## config.mk

```make
export PLATFORM = sky130hd
export DESIGN_NAME = id_lookup_or_insert_table_top_flat
export DESIGN_NICKNAME = d
export VERILOG_FILES = /design/src/sv/ilt_pkg.sv /design/src/sv/ilt_if.sv /design/src/sv/ilt_cell.sv /design/src/sv/id_lookup_or_insert_table_top.sv /design/src/flat_wrapper.sv
export SDC_FILE = /design/constraint.sdc
export NUM_CORES = 1
export LEC_CHECK = 0
export BUFFER_PORTS_ARGS = -buffer_cell sky130_fd_sc_hd__clkbuf_2
export CORE_AREA = 2 2 253 255
export CTS_BUF_LIST = sky130_fd_sc_hd__clkbuf_8
export DETAILED_ROUTE_END_ITERATION = 8
export DIE_AREA = 0 0 255 257
export PLACE_DENSITY_LB_ADDON = 0.05
export REMOVE_ABC_BUFFERS = 1
export SYNTH_ARGS = -nofsm -noshare
export SYNTH_HDL_FRONTEND = slang
export SYNTH_SLANG_ARGS = --single-unit
```

## constraint.sdc

```tcl
create_clock -name clk_i -period 3.7 [get_ports clk_i]
set_input_delay 0 -clock clk_i [delete_from_list [all_inputs] [get_ports clk_i]]
set_output_delay 0 -clock clk_i [all_outputs]
set_load 0.05 [all_outputs]
```

## src/sv/ilt_pkg.sv

```systemverilog
// Package with shared types and constants of the identifier lookup-or-insert table.
`default_nettype none
package ilt_pkg;

  localparam int unsigned IdentW  = 32;
  localparam int unsigned SlotW   = 4;
  localparam int unsigned StatusW = 2;

  localparam logic [IdentW-1:0] ClearCode = '1;
  localparam logic [IdentW-1:0] EmptyMark = '0;

  typedef enum logic [StatusW-1:0] {
    STAT_FOUND    = 2'd0,
    STAT_INSERTED = 2'd1,
    STAT_FULL     = 2'd2,
    STAT_CLEARED  = 2'd3
  } status_e;

  // Decision that one cell reports while the probe sits in it.
  typedef struct packed {
    logic hit;
    logic ins;
  } cell_res_t;

endpackage
`default_nettype wire

```

## src/sv/ilt_if.sv

```systemverilog
// Valid/ready channel interfaces for identifier requests and lookup results.
`default_nettype none
interface ilt_in_if;
  import ilt_pkg::*;
  logic              valid;
  logic              ready;
  logic [IdentW-1:0] ident;

  modport source (output valid, output ident, input ready);
  modport sink (input valid, input ident, output ready);
endinterface

interface ilt_out_if;
  import ilt_pkg::*;
  logic               valid;
  logic               ready;
  logic [SlotW-1:0]   slot;
  logic [StatusW-1:0] status;

  modport source (output valid, output slot, output status, input ready);
  modport sink (input valid, input slot, input status, output ready);
endinterface
`default_nettype wire

```

## src/sv/ilt_cell.sv

```systemverilog
// One table cell: holds one identifier and forwards the search probe to its neighbor.
`default_nettype none
module ilt_cell import ilt_pkg::*; (
  input  logic              clk_i,
  input  logic              rst_ni,
  input  logic              clear_i,
  input  logic              probe_i,
  input  logic [IdentW-1:0] key_i,
  output logic              pass_o,
  output cell_res_t         res_o
);

  logic [IdentW-1:0] entry_q;
  logic              probe_q;
  logic              is_equal;
  logic              is_empty;

  assign is_equal = (entry_q == key_i);
  assign is_empty = (entry_q == EmptyMark);

  // Equality wins over emptiness, so a zero key reports the empty cell as found.
  assign res_o.hit = probe_q & is_equal;
  assign res_o.ins = probe_q & is_empty & ~is_equal;
  assign pass_o    = probe_q & ~is_equal & ~is_empty;

  always_ff @(posedge clk_i or negedge rst_ni) begin
    if (!rst_ni) begin
      entry_q <= EmptyMark;
      probe_q <= 1'b0;
    end else begin
      probe_q <= probe_i;
      if (clear_i) begin
        entry_q <= EmptyMark;
      end else if (res_o.ins) begin
        entry_q <= key_i;
      end
    end
  end

endmodule
`default_nettype wire

```

## src/sv/id_lookup_or_insert_table_top.sv

```systemverilog
// Top level of the identifier lookup-or-insert table: cell row, sequencer and result register.
//
//   channel  | direction | payload               | transfer when
//   ---------+-----------+-----------------------+----------------------
//   in_i     | sink      | ident[31:0]           | in_i.valid & in_i.ready
//   out_o    | source    | slot[3:0], status[1:0]| out_o.valid & out_o.ready
//
// A probe walks the cell row one cell per cycle, and the sequencer writes the
// slot and status of the deciding entry, of a full table or of a clear request
// into the result register. One request is in flight at a time; the next is
// taken once the previous result has moved into the output register.
// Reset empties every entry at once. A stalled output holds the sequencer in
// its done state until the output register is free.
`default_nettype none
module id_lookup_or_insert_table_top import ilt_pkg::*; #(
  parameter int unsigned ENTRIES = 16
) (
  input  logic       clk_i,
  input  logic       rst_ni,
  ilt_in_if.sink     in_i,
  ilt_out_if.source  out_o
);

  localparam int unsigned IdxW = (ENTRIES > 1) ? $clog2(ENTRIES) : 1;

  typedef enum logic [2:0] {
    ST_IDLE   = 3'b001,
    ST_SEARCH = 3'b010,
    ST_DONE   = 3'b100
  } state_e;

  state_e             state_q, state_d;
  logic [IdentW-1:0]  key_q;
  logic [IdxW-1:0]    idx_q, idx_d;
  logic [SlotW-1:0]   res_slot_q, res_slot_d;
  status_e            res_status_q, res_status_d;
  logic               out_valid_q, out_valid_d;
  logic [SlotW-1:0]   out_slot_q;
  status_e            out_status_q;

  logic               in_xfer;
  logic               is_clear;
  logic               start;
  logic               clear;
  logic               out_load;
  logic               hit_any;
  logic               ins_any;
  logic               full;
  logic [ENTRIES:0]   probe;
  cell_res_t          cell_res [ENTRIES];

  assign in_i.ready = (state_q == ST_IDLE);
  assign in_xfer    = in_i.valid & in_i.ready;
  assign is_clear   = (in_i.ident == ClearCode);
  assign start      = in_xfer & ~is_clear;
  assign clear      = in_xfer & is_clear;

  assign probe[0] = start;

  for (genvar g = 0; g < ENTRIES; g++) begin : g_cell
    ilt_cell u_cell (
      .clk_i   (clk_i),
      .rst_ni  (rst_ni),
      .clear_i (clear),
      .probe_i (probe[g]),
      .key_i   (key_q),
      .pass_o  (probe[g+1]),
      .res_o   (cell_res[g])
    );
  end

  // At most one cell holds the probe, so a plain OR gathers its decision.
  always_comb begin
    hit_any = 1'b0;
    ins_any = 1'b0;
    for (int i = 0; i < ENTRIES; i++) begin
      hit_any = hit_any | cell_res[i].hit;
      ins_any = ins_any | cell_res[i].ins;
    end
  end

  assign full     = probe[ENTRIES];
  assign out_load = (state_q == ST_DONE) & (~out_valid_q | out_o.ready);

  always_comb begin
    state_d      = state_q;
    idx_d        = idx_q;
    res_slot_d   = res_slot_q;
    res_status_d = res_status_q;
    case (state_q)
      ST_IDLE: begin
        idx_d = '0;
        if (clear) begin
          res_slot_d   = '0;
          res_status_d = STAT_CLEARED;
          state_d      = ST_DONE;
        end else if (start) begin
          state_d = ST_SEARCH;
        end
      end
      ST_SEARCH: begin
        if (hit_any) begin
          res_slot_d   = SlotW'(idx_q);
          res_status_d = STAT_FOUND;
          state_d      = ST_DONE;
        end else if (ins_any) begin
          res_slot_d   = SlotW'(idx_q);
          res_status_d = STAT_INSERTED;
          state_d      = ST_DONE;
        end else if (full) begin
          res_slot_d   = '0;
          res_status_d = STAT_FULL;
          state_d      = ST_DONE;
        end else begin
          idx_d = idx_q + 1'b1;
        end
      end
      ST_DONE: begin
        if (out_load) begin
          state_d = ST_IDLE;
        end
      end
      default: begin
        state_d = ST_IDLE;
      end
    endcase
  end

  always_comb begin
    out_valid_d = out_valid_q;
    if (out_load) begin
      out_valid_d = 1'b1;
    end else if (out_o.ready) begin
      out_valid_d = 1'b0;
    end
  end

  always_ff @(posedge clk_i or negedge rst_ni) begin
    if (!rst_ni) begin
      state_q     <= ST_IDLE;
      idx_q       <= '0;
      out_valid_q <= 1'b0;
    end else begin
      state_q     <= state_d;
      idx_q       <= idx_d;
      out_valid_q <= out_valid_d;
    end
  end

  always_ff @(posedge clk_i) begin
    res_slot_q   <= res_slot_d;
    res_status_q <= res_status_d;
    if (in_xfer) begin
      key_q <= in_i.ident;
    end
    if (out_load) begin
      out_slot_q   <= res_slot_q;
      out_status_q <= res_status_q;
    end
  end

  assign out_o.valid  = out_valid_q;
  assign out_o.slot   = out_slot_q;
  assign out_o.status = out_status_q;

`ifndef SYNTHESIS
  // The probe never splits: at most one cell forwards it.
  a_single_probe: assert property (@(posedge clk_i) disable iff (!rst_ni)
    $onehot0(probe[ENTRIES:1]))
    else $error("more than one cell forwards the probe");

  // A probe only moves while a search is under way.
  a_probe_in_search: assert property (@(posedge clk_i) disable iff (!rst_ni)
    (probe[ENTRIES:1] != '0) |-> (state_q == ST_SEARCH))
    else $error("probe moving outside a search");

  // A clear or full result always carries slot zero.
  a_slot_zero: assert property (@(posedge clk_i) disable iff (!rst_ni)
    (out_valid_q && (out_status_q == STAT_CLEARED || out_status_q == STAT_FULL))
    |-> (out_slot_q == '0))
    else $error("nonzero slot on clear or full result");

  // A taken request always leaves the idle state on the next cycle.
  a_leave_idle: assert property (@(posedge clk_i) disable iff (!rst_ni)
    in_xfer |=> (state_q != ST_IDLE))
    else $error("request transfer did not start work");
`endif

endmodule
`default_nettype wire
```

## src/flat_wrapper.sv

```systemverilog
// flat-port wrapper written by rule: the top's interface ports become plain ports
module id_lookup_or_insert_table_top_flat import ilt_pkg::*;
#(
  parameter int unsigned ENTRIES = 16
)
  (clk_i, rst_ni, in_i_valid, in_i_ident, in_i_ready, out_o_valid, out_o_slot, out_o_status, out_o_ready);
  ilt_in_if in_i_i ();
  ilt_out_if out_o_i ();
  input  logic clk_i;
  input  logic rst_ni;
  input wire logic [$bits(in_i_i.valid)-1:0] in_i_valid;
  input wire logic [$bits(in_i_i.ident)-1:0] in_i_ident;
  output wire logic [$bits(in_i_i.ready)-1:0] in_i_ready;
  output wire logic [$bits(out_o_i.valid)-1:0] out_o_valid;
  output wire logic [$bits(out_o_i.slot)-1:0] out_o_slot;
  output wire logic [$bits(out_o_i.status)-1:0] out_o_status;
  input wire logic [$bits(out_o_i.ready)-1:0] out_o_ready;
  assign in_i_i.valid = in_i_valid;
  assign in_i_i.ident = in_i_ident;
  assign in_i_ready = in_i_i.ready;
  assign out_o_valid = out_o_i.valid;
  assign out_o_slot = out_o_i.slot;
  assign out_o_status = out_o_i.status;
  assign out_o_i.ready = out_o_ready;
  id_lookup_or_insert_table_top #(.ENTRIES(ENTRIES)) u_core (.clk_i(clk_i), .rst_ni(rst_ni), .in_i(in_i_i), .out_o(out_o_i));
endmodule
```

After elaboration in Yosys (flattened, before gate mapping)
Index checks and enable logic that the tools add are counted.
{"block": "classes", "add_sub_neg": 1, "n_bitwise": 149, "n_reduce_logical": 37, "n_mux": 55, "n_eq_ne": 27}
{"operator": "$mux 32", "count": 32}
{"operator": "$eq 32x32->1", "count": 16}
{"operator": "$logic_not 32->1", "count": 16}
{"operator": "$and 1x1->1", "count": 84}
{"operator": "$reduce_bool 2->1", "count": 18}
{"operator": "$not 1->1", "count": 34}
{"operator": "$eq 32x32->1 const B", "count": 1}
{"operator": "$or 1x1->1", "count": 31}
{"operator": "$mux 4", "count": 7}
{"operator": "$mux 3", "count": 6}
{"operator": "$pmux 4 s2", "count": 2}
{"operator": "$pmux 3 s3", "count": 1}
{"operator": "$mux 2", "count": 4}
{"operator": "$ne 2x2->1 const B", "count": 4}
{"operator": "$reduce_and 3->1", "count": 2}
{"operator": "$add 4x1->4 const B", "count": 1}
{"operator": "$ne 4x1->1 const B", "count": 1}
{"operator": "$pmux 2 s2", "count": 1}
{"operator": "$reduce_and 4->1", "count": 1}
{"operator": "$eq 3x1->1 const B", "count": 1}
{"operator": "$eq 3x2->1 const B", "count": 1}
{"operator": "$eq 3x3->1 const B", "count": 1}
{"operator": "$ne 3x3->1 const B", "count": 1}
{"operator": "$mux 1", "count": 2}
{"operator": "$ne 2x1->1 const B", "count": 1}
{"block": "totals", "register_bits": 580, "word_cells": 309}

Logic depth before layout (Yosys ltp)
Gate-level depths: netlist of run 1.
{"block": "depth", "word_depth": 21, "depth_mapped": 12, "depth_no_buf": 8}

Modules after synthesis
From an unflattened synthesis of run 1, not the netlist that was laid out.
{"block": "hier_totals", "hier_cells": 3701, "area_unflattened_um2": 32587.5}
{"mod": "ilt_cell", "area_per_inst_um2": 1913.1, "seq_area_each_um2": 825.8, "cells_per_inst": 224, "instances": 16}
{"mod": "id_lookup_or_insert_table_top", "area_per_inst_um2": 1978.1, "seq_area_each_um2": 1522.7, "cells_per_inst": 117, "instances": 1}

Least setup slack after synthesis of run 1
Ideal clock, no wire load.
{"block": "synth_timing", "path_type": "register -> register", "from": "register u_core.state_q[0]", "to": "register u_core.res_slot_q[0] (enable)", "required_time_ps": 3350, "path_buffers": 2, "path_stages_with_launch": 9, "setup_slack_ps": -562, "arrival_time_ps": 3912, "path_cell_list": "dfstp_2 -> nor3b_1 -> nand2_1 -> inv_1 -> and3_1 -> clkbuf_1 -> clkbuf_1 -> nor2_1 -> nor2_1"}
{"block": "synth_between", "elab_chain_cells": 5}
{"item": "start, declared", "line_no": "id_lookup_or_insert_table_top.sv:32", "source": "state_e state_q, state_d;"}
{"item": "start signal, assigned", "line_no": "id_lookup_or_insert_table_top.sv:144", "source": "state_q <= state_d;"}
{"item": "$eq 3x1->1", "line_no": "id_lookup_or_insert_table_top.sv:52", "source": "assign in_i.ready = (state_q == ST_IDLE);"}
{"item": "net in_i_ready", "line_no": "flat_wrapper.sv:13", "source": "output wire logic [$bits(in_i_i.ready)-1:0] in_i_ready;"}
{"item": "$and 1x1->1", "line_no": "id_lookup_or_insert_table_top.sv:53", "source": "assign in_xfer = in_i.valid & in_i.ready;"}
{"item": "net u_core.in_xfer", "line_no": "id_lookup_or_insert_table_top.sv:41", "source": "logic in_xfer;"}
{"item": "$and 1x1->1", "line_no": "id_lookup_or_insert_table_top.sv:56", "source": "assign clear = in_xfer & is_clear;"}
{"item": "$ne 2x2->1 (no source line)"}
{"item": "$reduce_and 3->1 (no source line)"}
{"item": "end signal, assigned", "line_no": "id_lookup_or_insert_table_top.sv:151", "source": "res_slot_q <= res_slot_d;"}
{"item": "end, declared", "line_no": "id_lookup_or_insert_table_top.sv:35", "source": "logic [SlotW-1:0] res_slot_q, res_slot_d;"}
The timed path passes the listed nets, and every way through them passes these cells.
A chain may end at the register's enable or synchronous reset.

Final worst setup path of run 1
{"block": "layout_timing", "from": "register u_core.key_q[22]", "to": "register u_core.res_status_q[1] (enable)"}
{"block": "layout_between", "elab_chain_cells": 20}
{"item": "start, declared", "line_no": "id_lookup_or_insert_table_top.sv:33", "source": "logic [IdentW-1:0] key_q;"}
{"item": "start signal, assigned", "line_no": "id_lookup_or_insert_table_top.sv:154", "source": "key_q <= in_i.ident;"}
{"item": "$eq 32x32->1", "line_no": "ilt_cell.sv:18", "source": "assign is_equal = (entry_q == key_i);"}
{"item": "$not 1->1", "line_no": "ilt_cell.sv:23", "source": "assign res_o.ins = probe_q & is_empty & ~is_equal;"}
{"item": "$and 1x1->1", "line_no": "ilt_cell.sv:23"}
{"item": "$or 1x1->1 (15 in a row)", "line_no": "id_lookup_or_insert_table_top.sv:78", "source": "ins_any = ins_any | cell_res[i].ins;"}
{"item": "$ne 4x1->1 (no source line) *"}
{"item": "$reduce_and 3->1 (no source line) *"}
{"item": "end signal, assigned", "line_no": "id_lookup_or_insert_table_top.sv:152", "source": "res_status_q <= res_status_d;"}
{"item": "end, declared", "line_no": "id_lookup_or_insert_table_top.sv:36", "source": "status_e res_status_q, res_status_d;"}
Every way passes the cells marked *; elsewhere a longest branch is shown, timed or not.

==> results.sh, run 1 <==
export IMPL_die_w_microns=255
export IMPL_period_needed_ns=3.58
export IMPL_drc=0
export IMPL_crit_fanout=17
export IMPL_setup_viol=0
export IMPL_antenna_found_initial=2
export IMPL_place_ws_ns=0.106
export IMPL_dp_cells=3613
export IMPL_initial_utilization_pct=44.8
export IMPL_synthTopCellsByArea="dfrtp_1 48%, xor2_1 16%, a21oi_1 9.2%"
export IMPL_clockRootBuffer="clkbuf_8"
export IMPL_clock_skew_ns=0.0353
export IMPL_ys_ff_latch=580
export IMPL_seq_power_share_pct=42.2
export IMPL_wl_per_cell_microns=24.4
export IMPL_clockBufferDepth=3
export IMPL_synth_top_flop_cell="dfrtp_1"
export IMPL_synth_edf_count=44
export IMPL_clock_latency_ns=0.72
export IMPL_synth_cells=2850
export IMPL_netlist_area_sq_um=28100
export IMPL_timing_fmax_mhz=279
export IMPL_grt_ovfl_total=0
export IMPL_first_pass_iters=5
export IMPL_wl_microns=94000
export IMPL_drive_gt1_share_pct=10.6
export IMPL_h_tree_depth=3
export IMPL_rsz0062_at_grt="no"
export IMPL_multi_input_area_sq_um=12000
export IMPL_async_reset_ff_share_pct=92.4
export IMPL_drtAntennaViolNets=0
export IMPL_first_global_vias=22400
export IMPL_stdcell_count=3852
export IMPL_fin_ws_ns=0.120
export IMPL_yosys_warnings=0
export IMPL_vias=22300
export IMPL_p_int_mw=10.8
export IMPL_row_count=92
export IMPL_combPwrFrac_pct=21.3
export IMPL_synth_top_area_share_pct=47.7
export IMPL_die_area_sq_um=65500
export IMPL_post_cts_setup_buffers=0
export IMPL_grt_pass1_wl_microns=142000
export IMPL_place_congestion=0.862
export IMPL_viasPerCell=5.78
export IMPL_crit_type="flip-flop to flip-flop"
export IMPL_arrival_ns=4.04
export IMPL_grt_use_total_pct=28.8
export IMPL_powerDensity_nw_per_um2=501
export IMPL_startpoint_type="flip-flop"
export IMPL_p_sw_mw=5.25
export IMPL_yosysTopAreaCell="dfrtp_1"
export IMPL_synth_most_common_cell="nor2_1"
export IMPL_timing_slew_headroom_pct=16.9
export IMPL_clk_pin_slew_ns=0.06
export IMPL_status="finished, final reports clean"
export IMPL_clkPwrFrac_pct=36.4
export IMPL_n_fill_cell=5803
export IMPL_cts_buffers=102
export IMPL_ios=44
export IMPL_drtIter0Drc=2172
export IMPL_cts_tree="built"
export IMPL_vdd_ir_drop_max_v=0.000555
export IMPL_endpoint_kind="flip-flop"
export IMPL_finalHoldViolCount=0
export IMPL_leakagePower_nw=11.2
export IMPL_finalCritPeriodShare_pct=96.8
export IMPL_die_h_microns=257
export IMPL_grt_max_degree=127
export IMPL_ys_seq_area_share_pct=52.5
export IMPL_slew_violations=0
export IMPL_synth_common_cells="551 x nor2_1, 535 x dfrtp_1, 515 x a21oi_1"
export IMPL_min_path_type="input port to flip-flop"
export IMPL_cp_required_ns=4.16
export IMPL_coreArea_sq_um=62700
export IMPL_io_buffer_count=43
export IMPL_drv_cap=0
export IMPL_ys_types=39
export IMPL_syn_area_per_cell_sq_um=9.85
export IMPL_ff_latch_area_sq_um=14700
export IMPL_worst_pin_slew_ns=1.25
export IMPL_area_growth_pct=14.2
export IMPL_hpwl_microns=56600
export IMPL_cts_sinks=580
export IMPL_nNetsFinal=2968
export IMPL_switching_share_pct=32.7
==> cell families (layout without fill, tap and decap cells) <==
group	after synthesis	in the layout	synth area share [%]
XOR/XNOR	512	512	16.0
other	0	1	0
AND/OR/NAND/NOR	958	958	16.4
adder cells (fa/ha/maj)	1	1	0.0446
AO/OA/AOI/OAI	542	542	9.99
multiplexers	2	2	0.0757
buffers and inverters	255	410	5.09
flip-flops	580	580	52.5
==> path summary, 6_finish.rpt <==
| kind | slack (ns) | endpoint | depth (start not counted) | from |
|---|---|---|---|---|
| max reg2reg | 0.12 | u_core.res_status_q[1] | 10 | u_core.key_q[22] |
| max | 0.12 | u_core.res_status_q[1] | 10 | u_core.key_q[22] |
| max in group asynchronous | 2.57 | u_core.g_cell[14].u_cell.entry_q[9] | 4 | rst_ni |
| min | 0.06 | u_core.key_q[3] | 2 | in_i_ident[3] |
| min in group asynchronous | 0.53 | u_core.g_cell[9].u_cell.entry_q[0] | 4 | rst_ni |
| min reg2reg | 0.42 | u_core.out_o.slot[3] | 0 | u_core.res_slot_q[3] |
==> final cells by class <==
type	instances	area share [%]
Clock inverter	53	0.831
Timing Repair Buffer	214	6.87
Multi-Input combinational cell	2015	37.4
Tap cell	846	3.30
Sequential cell	580	46.0
Inverter	18	0.211
Clock buffer	125	5.37
Antenna cell	1	0.00781
==> placed cells by master (no fill, tap or decap), types with 23 or more instances in the layout <==
master         synthesis  final
nor2_1               551    550
dfrtp_1              535    535
a21oi_1              515    515
xor2_1               512    512
nor4_1               268    257
clkbuf_8               0    125
nand4_1               73     73
buf_4                  0     69
dlygate4sd3_1          0     59
inv_1                 18     57
edfxtp_1              44     44
clkbuf_2               0     42
buf_12                 0     42
nor3_1                25     23
==> through the flow <==
stage | area (sq um) | util, % | TNS [ns] | power, mW | hold WS [ns]
after global placement | 29400 | 46.9 | 0 | 10.2 | 0.0873
after CTS | 32000 | 51.1 | 0 | 16.2 | 0.000668
after global routing | 32100 | 51.1 | 0 | 16.6 | 0.0301
after detailed placement | 29400 | 46.9 | 0 | 10.2 | 0.0888
after floorplan | 26700 | - | -4305.67 | 8.41 | -0.296
final | 32100 | 51.1 | 0 | 16.1 | 0.0556
==> flip-flops by register name, summed over array words and instances (netlist names) <==
| name | flops |
|---|---|
| u_core.state_q | 3 |
| u_core.g_cell.u_cell.entry_q | 512 |
| u_core.out_o.slot | 4 |
| u_core.idx_q | 4 |
| u_core.key_q | 32 |
| u_core.out_o.valid | 1 |
| u_core.res_status_q | 2 |
| u_core.out_o.status | 2 |
| u_core.res_slot_q | 4 |
| u_core.g_cell.u_cell.probe_q | 16 |
==> power groups by stage <==
| stage | registers [mW] | logic, mW | clock network (mW) |
|---|---|---|---|
| 3_3_place_gp | 6.89 | 3.33 | 0 |
| 2_1_floorplan | 7.41 | 0.997 | 0 |
| 3_5_place_dp | 6.89 | 3.32 | 0 |
| 6_report | 6.78 | 3.42 | 5.85 |
| 5_1_grt | 6.79 | 3.58 | 6.27 |
| 4_1_cts | 6.78 | 3.40 | 5.99 |
==> per-layer routing <==
metal  part of all wire (%)  global-route usage, %  wire, microns
met3                    5.8                   4.33           5460
met4                    3.7                   11.4           3500
met5                  0.014                      0             13
met1                     44                   40.3          41300
met2                     46                   45.1          43700
==> worst max-delay path, cell delays in order (launching register included) <==
cell and delay, ns:
edfxtp_1 0.41, buf_12 0.20, buf_4 0.22, xor2_1 0.20
nor4_1 0.47, nand4_1 0.22, o211ai_1 0.30, o2111ai_1 0.28
nor4_4 0.51, and3_1 0.36, nor2_2 0.13
==> repair_timing <==
item                       CTS  global route
hold endpoints to repair   430             0
hold buffers                60             0
resized for setup            0             2
setup endpoints to repair    0             6
Note: power is estimated with default switching activity, not from simulation.
==> run 2, diff against run 1 <==
--- a/config.mk
+++ b/config.mk
@@ -6,11 +6,13 @@
 export NUM_CORES = 1
 export LEC_CHECK = 0
 export BUFFER_PORTS_ARGS = -buffer_cell sky130_fd_sc_hd__clkbuf_2
+export CELL_PAD_IN_SITES_DETAIL_PLACEMENT = 1
+export CELL_PAD_IN_SITES_GLOBAL_PLACEMENT = 1
 export CORE_AREA = 2 2 253 255
 export CTS_BUF_LIST = sky130_fd_sc_hd__clkbuf_8
 export DETAILED_ROUTE_END_ITERATION = 8
 export DIE_AREA = 0 0 255 257
-export PLACE_DENSITY_LB_ADDON = 0.05
+export PLACE_DENSITY_LB_ADDON = 0.3
 export REMOVE_ABC_BUFFERS = 1
 export SYNTH_ARGS = -nofsm -noshare
 export SYNTH_HDL_FRONTEND = slang
==> results.sh, run 2 (synthesized netlist as in run 1, its figures left out) <==
export IMPL_arrival_ns=4.01
export IMPL_first_pass_iters=5
export IMPL_timing_fmax_mhz=278
export IMPL_endpoint_kind="flip-flop"
export IMPL_finalCritPeriodShare_pct=97.4
export IMPL_startpoint="u_core.key_q[22]"
export IMPL_row_count=92
export IMPL_startpoint_type="flip-flop"
export IMPL_cts_sinks=580
export IMPL_clk_pin_slew_ns=0.07
export IMPL_clockRootBuffer="clkbuf_8"
export IMPL_r2r_slack_ns=0.1
export IMPL_grt_pass1_wl_microns=155000
export IMPL_largest_reg_flops=512
export IMPL_vias=23100
export IMPL_cts_buffers=99
export IMPL_status="finished, final reports clean"
export IMPL_ios=44
export IMPL_cts_tree="built"
export IMPL_die_h_microns=257
export IMPL_final_area_sq_um=32200
export IMPL_vdd_ir_drop_max_v=0.000807
export IMPL_layout_commonest_cell="nor2_1"
export IMPL_wl_per_cell_microns=26.4
export IMPL_first_global_vias=24800
export IMPL_endpoint="u_core.res_slot_q[3]"
export IMPL_nNetsFinal=2949
export IMPL_io_buffer_count=43
export IMPL_viasPerCell=6.01
export IMPL_utilization_pct=51.3
export IMPL_place_congestion=0.864
export IMPL_clock_latency_ns=0.73
export IMPL_area_growth_pct=14.6
export IMPL_p_total_mw=16.7
export IMPL_worst_pin_slew_ns=1.27
export IMPL_drv_cap=0
export IMPL_place_area_sq_um=29300
export IMPL_drc=0
export IMPL_initial_utilization_pct=44.8
export IMPL_setup_viol=0
export IMPL_finalHoldViolCount=0
export IMPL_wl_microns=101000
export IMPL_reg2reg_to="u_core.res_slot_q[3]"
export IMPL_mostFrequentLayoutCells="551 x nor2_1, 535 x dfrtp_1, 515 x a21oi_1"
export IMPL_r2r_start="u_core.key_q[22]"
export IMPL_coreArea_sq_um=62700
export IMPL_drtAntennaViolNets=0
export IMPL_hpwl_microns=56600
export IMPL_grt_use_total_pct=31.2
export IMPL_ctsResizeCount=0
export IMPL_die_w_microns=255
export IMPL_h_tree_depth=3
export IMPL_leakagePower_nw=11.2
export IMPL_clockBufferDepth=3
export IMPL_slew_violations=0
export IMPL_period_needed_ns=3.60
export IMPL_rsz0062_at_grt="no"
export IMPL_cp_required_ns=4.11
export IMPL_antenna_found_initial=3
export IMPL_timing_slew_headroom_pct=15.6
export IMPL_grt_max_degree=88
export IMPL_top_regs="u_core.g_cell.u_cell.entry_q (512), u_core.key_q (32), u_core.g_cell.u_cell.probe_q (16)"
export IMPL_reg2regPathDepth=10
export IMPL_crit_fanout=32
export IMPL_drtIter0Drc=2014
export IMPL_drive_gt1_share_pct=10.8
export IMPL_crit_type="flip-flop to flip-flop"
export IMPL_min_path_type="input port to flip-flop"
export IMPL_grt_ovfl_total=0
export IMPL_clock_skew_ns=0.0425
export IMPL_die_area_sq_um=65500
export IMPL_powerDensity_nw_per_um2=519
export IMPL_regMostFlops="u_core.g_cell.u_cell.entry_q"
## run 2: cell types whose count changed in the layout (fill, tap and decap cells not counted), moves of 2 or more
cell	delta
clkinv_2	+4
clkbuf_8	+12
dlygate4sd3_1	-4
inv_1	-14
bufinv_16	+3
buf_12	+4
diode_2	+2
buf_4	-15
## run 2: how the worst min path moves through the flow
stage                                                       to  slack (ns)      startpoint  depth (start not counted)
final                                         u_core.key_q[23]        0.02  in_i_ident[23]                          2
after global routing                          u_core.key_q[15]       0.004  in_i_ident[15]                          2
after CTS                                     u_core.key_q[23]       0.002  in_i_ident[23]                          2
after detailed placement  u_core.g_cell[14].u_cell.entry_q[16]        0.14          rst_ni                          1
after global placement    u_core.g_cell[14].u_cell.entry_q[26]        0.13          rst_ni                          1
after floorplan             u_core.g_cell[0].u_cell.entry_q[0]       -0.30          rst_ni                          0
## run 2: through the flow
step	hold WS, ns	setup TNS, ns	setup slack, ns	std cells
global placement	0.131	0	0.141	3592
CTS	0.00224	0	0.0553	3835
finish	0.0154	0	0.0971	3843
global route	0.00394	0	0.00890	3843
detailed placement	0.137	0	0.0398	3592
floorplan	-0.296	-4305.67	-8.61	2613
## run 2: what timing repair did
| item | 4_1_cts | 5_1_grt |
|---|---|---|
| setup endpoints to repair | 11 | 8 |
| hold buffers | 56 | 0 |
| hold endpoints to repair | 167 | 0 |
| setup buffers | 4 | 5 |
| pin swaps | 0 | 2 |
## run 2: critical path, stage by stage, from the launching register on
cell and delay, ns:
edfxtp_1 0.43, buf_12 0.24, xor2_1 0.21, nor4_1 0.42, nand4_1 0.28, nor3_1 0.55, a2111oi_0 0.26, and4_1 0.33
and3_1 0.26, nor2_1 0.14, buf_4 0.17
## run 2: layer usage
layer  GRT usage [%]  part of all wire [%]  vias to the layer above
met5               0                     0                        -
met4            14.0                   4.9                        0
met3            5.21                   5.8                      308
met2            49.9                    47                      864
met1            41.5                    42                    12000
li1                -                     -                     9927
## run 2: report_power, final
part           internal (mW)  leakage [nW]  switching (mW)  total, mW
sequential              6.63          5.20           0.177       6.80
combinational           1.02          4.74            2.42       3.44
clock                   3.58          1.25            2.88       6.46
total                   11.2          11.2            5.48       16.7
## run 2: cell type report
type / instances / area, sq um
fill: 6851 / 30500
sequential: 580 / 14700
multi-input combinational: 2015 / 12000
timing repair buffer: 198 / 2100
clock buffer: 137 / 1890
tap: 846 / 1060
clock inverter: 46 / 335
inverter: 18 / 67.6
antenna: 3 / 7.51
==> run 3, diff against run 2 <==
==> constraint.sdc (replaced) <==
create_clock -name clk_i -period 3.05 [get_ports clk_i]
set_input_delay 0 -clock clk_i [delete_from_list [all_inputs] [get_ports clk_i]]
set_output_delay 0 -clock clk_i [all_outputs]
set_load 0.05 [all_outputs]
==> results.sh, run 3 (synthesized netlist as in run 1, its figures left out) <==
export IMPL_place_ws_ns=-0.462
export IMPL_drv_cap=0
export IMPL_grt_use_total_pct=33.9
export IMPL_crit_path_cell_trace="buf_4, buf_4, xor2_1, nor4_2, nand4_1, o211ai_2, buf_4, o2111ai_2, nor4_4, buf_6, a31oi_2, a221o_1"
export IMPL_drtIter0Drc=2359
export IMPL_h_tree_depth=3
export IMPL_io_buffer_count=43
export IMPL_slew_violations=0
export IMPL_rsz0062_at_grt="yes"
export IMPL_hpwl_microns=69900
export IMPL_min_to="u_core.key_q[22]"
export IMPL_top_regs="u_core.g_cell.u_cell.entry_q (512), u_core.key_q (32), u_core.g_cell.u_cell.probe_q (16)"
export IMPL_leakagePower_nw=12.3
export IMPL_reg2reg_to="u_core.idx_q[3]"
export IMPL_grt_pass1_wl_microns=166000
export IMPL_holdWs_ns=0.0242
export IMPL_powerDensity_nw_per_um2=602
export IMPL_die_h_microns=257
export IMPL_die_area_sq_um=65500
export IMPL_first_pass_iters=5
export IMPL_place_congestion=0.945
export IMPL_p_int_mw=13.7
export IMPL_antenna_found_initial=3
export IMPL_combPwrFrac_pct=26.0
export IMPL_setup_viol=26
export IMPL_finalHoldViolCount=0
export IMPL_timing_fmax_mhz=293
export IMPL_critical_path_max_stage_delay_ns=0.47
export IMPL_crit_fanout=5
export IMPL_startpoint="u_core.key_q[20]"
export IMPL_period_needed_ns=3.42
export IMPL_endpoint_kind="flip-flop"
export IMPL_violations="negative setup slack"
export IMPL_r2r_start="u_core.key_q[20]"
export IMPL_regMostFlops="u_core.g_cell.u_cell.entry_q"
export IMPL_cp_required_ns=3.65
export IMPL_hold_start="in_i_ident[22]"
export IMPL_clock_latency_ns=0.74
export IMPL_startpoint_type="flip-flop"
export IMPL_cpMostUsedCell="buf_4"
export IMPL_worst_pin_slew_ns=0.899
export IMPL_ios=44
export IMPL_cts_sinks=580
export IMPL_wl_microns=115000
export IMPL_vias=25100
export IMPL_wl_per_cell_microns=28.5
export IMPL_largest_reg_flops=512
export IMPL_coreArea_sq_um=62700
export IMPL_timing_slew_headroom_pct=39.5
export IMPL_crit_family="simple AND/OR/NAND/NOR gates"
export IMPL_layout_commonest_cell="nor2_1"
export IMPL_fin_ws_ns=-0.367
export IMPL_p_total_mw=20.7
export IMPL_grt_max_degree=113
export IMPL_path_buf_inv=4
export IMPL_cts_tree="built"
export IMPL_slowest_stage="edfxtp_1"
export IMPL_viasPerCell=6.22
export IMPL_switching_share_pct=34.1
export IMPL_clock_skew_ns=0.0460
export IMPL_dp_cells=3765
export IMPL_grt_ovfl_total=0
export IMPL_cts_buffers=100
export IMPL_mostFrequentLayoutCells="548 x nor2_1, 535 x dfrtp_1, 514 x a21oi_1"
export IMPL_reg2regPathDepth=12
export IMPL_min_path_type="input port to flip-flop"
export IMPL_finalSetupTns_ns=-6.08
export IMPL_first_global_vias=26400
export IMPL_min_delay_path_depth=2
export IMPL_stdcell_count=4041
export IMPL_drtAntennaViolNets=0
export IMPL_status="finished with violations"
export IMPL_clk_pin_slew_ns=0.08
export IMPL_r2r_slack_ns=-0.37
export IMPL_arrival_ns=4.01
export IMPL_nNetsFinal=3163
export IMPL_clkPwrFrac_pct=34.1
export IMPL_die_w_microns=255
export IMPL_initial_utilization_pct=44.8
export IMPL_finalCritPeriodShare_pct=112
export IMPL_seq_power_share_pct=39.9
export IMPL_row_count=92
export IMPL_drive_gt1_share_pct=18.6
export IMPL_clockBufferDepth=3
export IMPL_p_sw_mw=7.07
export IMPL_area_growth_pct=22.6
export IMPL_drc=0
export IMPL_crit_type="flip-flop to flip-flop"
export IMPL_vdd_ir_drop_max_v=0.000429
export IMPL_clockRootBuffer="clkbuf_8"
==> run 3: cell count changes in the layout (fill, tap and decap cells not counted), sizes merged <==
cell         change
diode            -1
buf            +225
clkinv           -2
clkinvlp         +2
inv              +6
dlygate4sd3     -16
clkbuf          -14
bufinv           -2
==> run 3: how the worst max path moves through the flow <==
stage                                   endpoint  slack, ns  cells past startpoint
final                            u_core.idx_q[3]      -0.37                     12
after detailed placement    u_core.res_slot_q[0]      -0.46                     12
after global routing             u_core.idx_q[2]      -0.38                     13
after global placement    u_core.res_status_q[0]      -0.42                     12
after floorplan             u_core.res_slot_q[0]      -9.26                      6
after CTS                        u_core.idx_q[2]      -0.15                     12
==> run 3: power by group through the flow <==
stage / combinational (mW) / sequential [mW] / clock (mW)
5_1_grt: 5.49 / 8.27 / 7.46
6_report: 5.39 / 8.27 / 7.07
2_1_floorplan: 1.21 / 8.99 / 0
4_1_cts: 4.83 / 8.24 / 7.04
3_3_place_gp: 4.48 / 8.35 / 0
3_5_place_dp: 4.55 / 8.37 / 0
==> run 3: what timing repair did <==
action	CTS	global route
setup buffers	21	42
pin swaps	23	44
resized for setup	44	65
hold endpoints to repair	453	0
cloned	1	4
hold buffers	40	0
setup endpoints to repair	45	72
==> run 3: area by class of cell <==
cell class	count	area [sq um]
clock inverters	50	272
multi-input cells	2015	12500
repair buffers	411	4170
clock buffers	119	1640
well taps	846	1060
diodes	2	5.00
fillers	6806	28300
inverters	18	67.6
flip-flops and latches	580	14700
==> run 3: through the flow <==
| stage | area, sq um | util (%) |
|---|---|---|
| floorplan | 26700 | - |
| global placement | 30900 | 49.3 |
| detailed placement | 30900 | 49.3 |
| CTS | 33700 | 53.6 |
| global route | 34400 | 54.9 |
| finish | 34400 | 54.9 |
==> run 3: metal layers <==
layer	routed length (microns)	GRT usage, %
met4	8730	20.4
met3	8130	5.61
met2	53600	54.1
met5	13	0
met1	44900	43.3
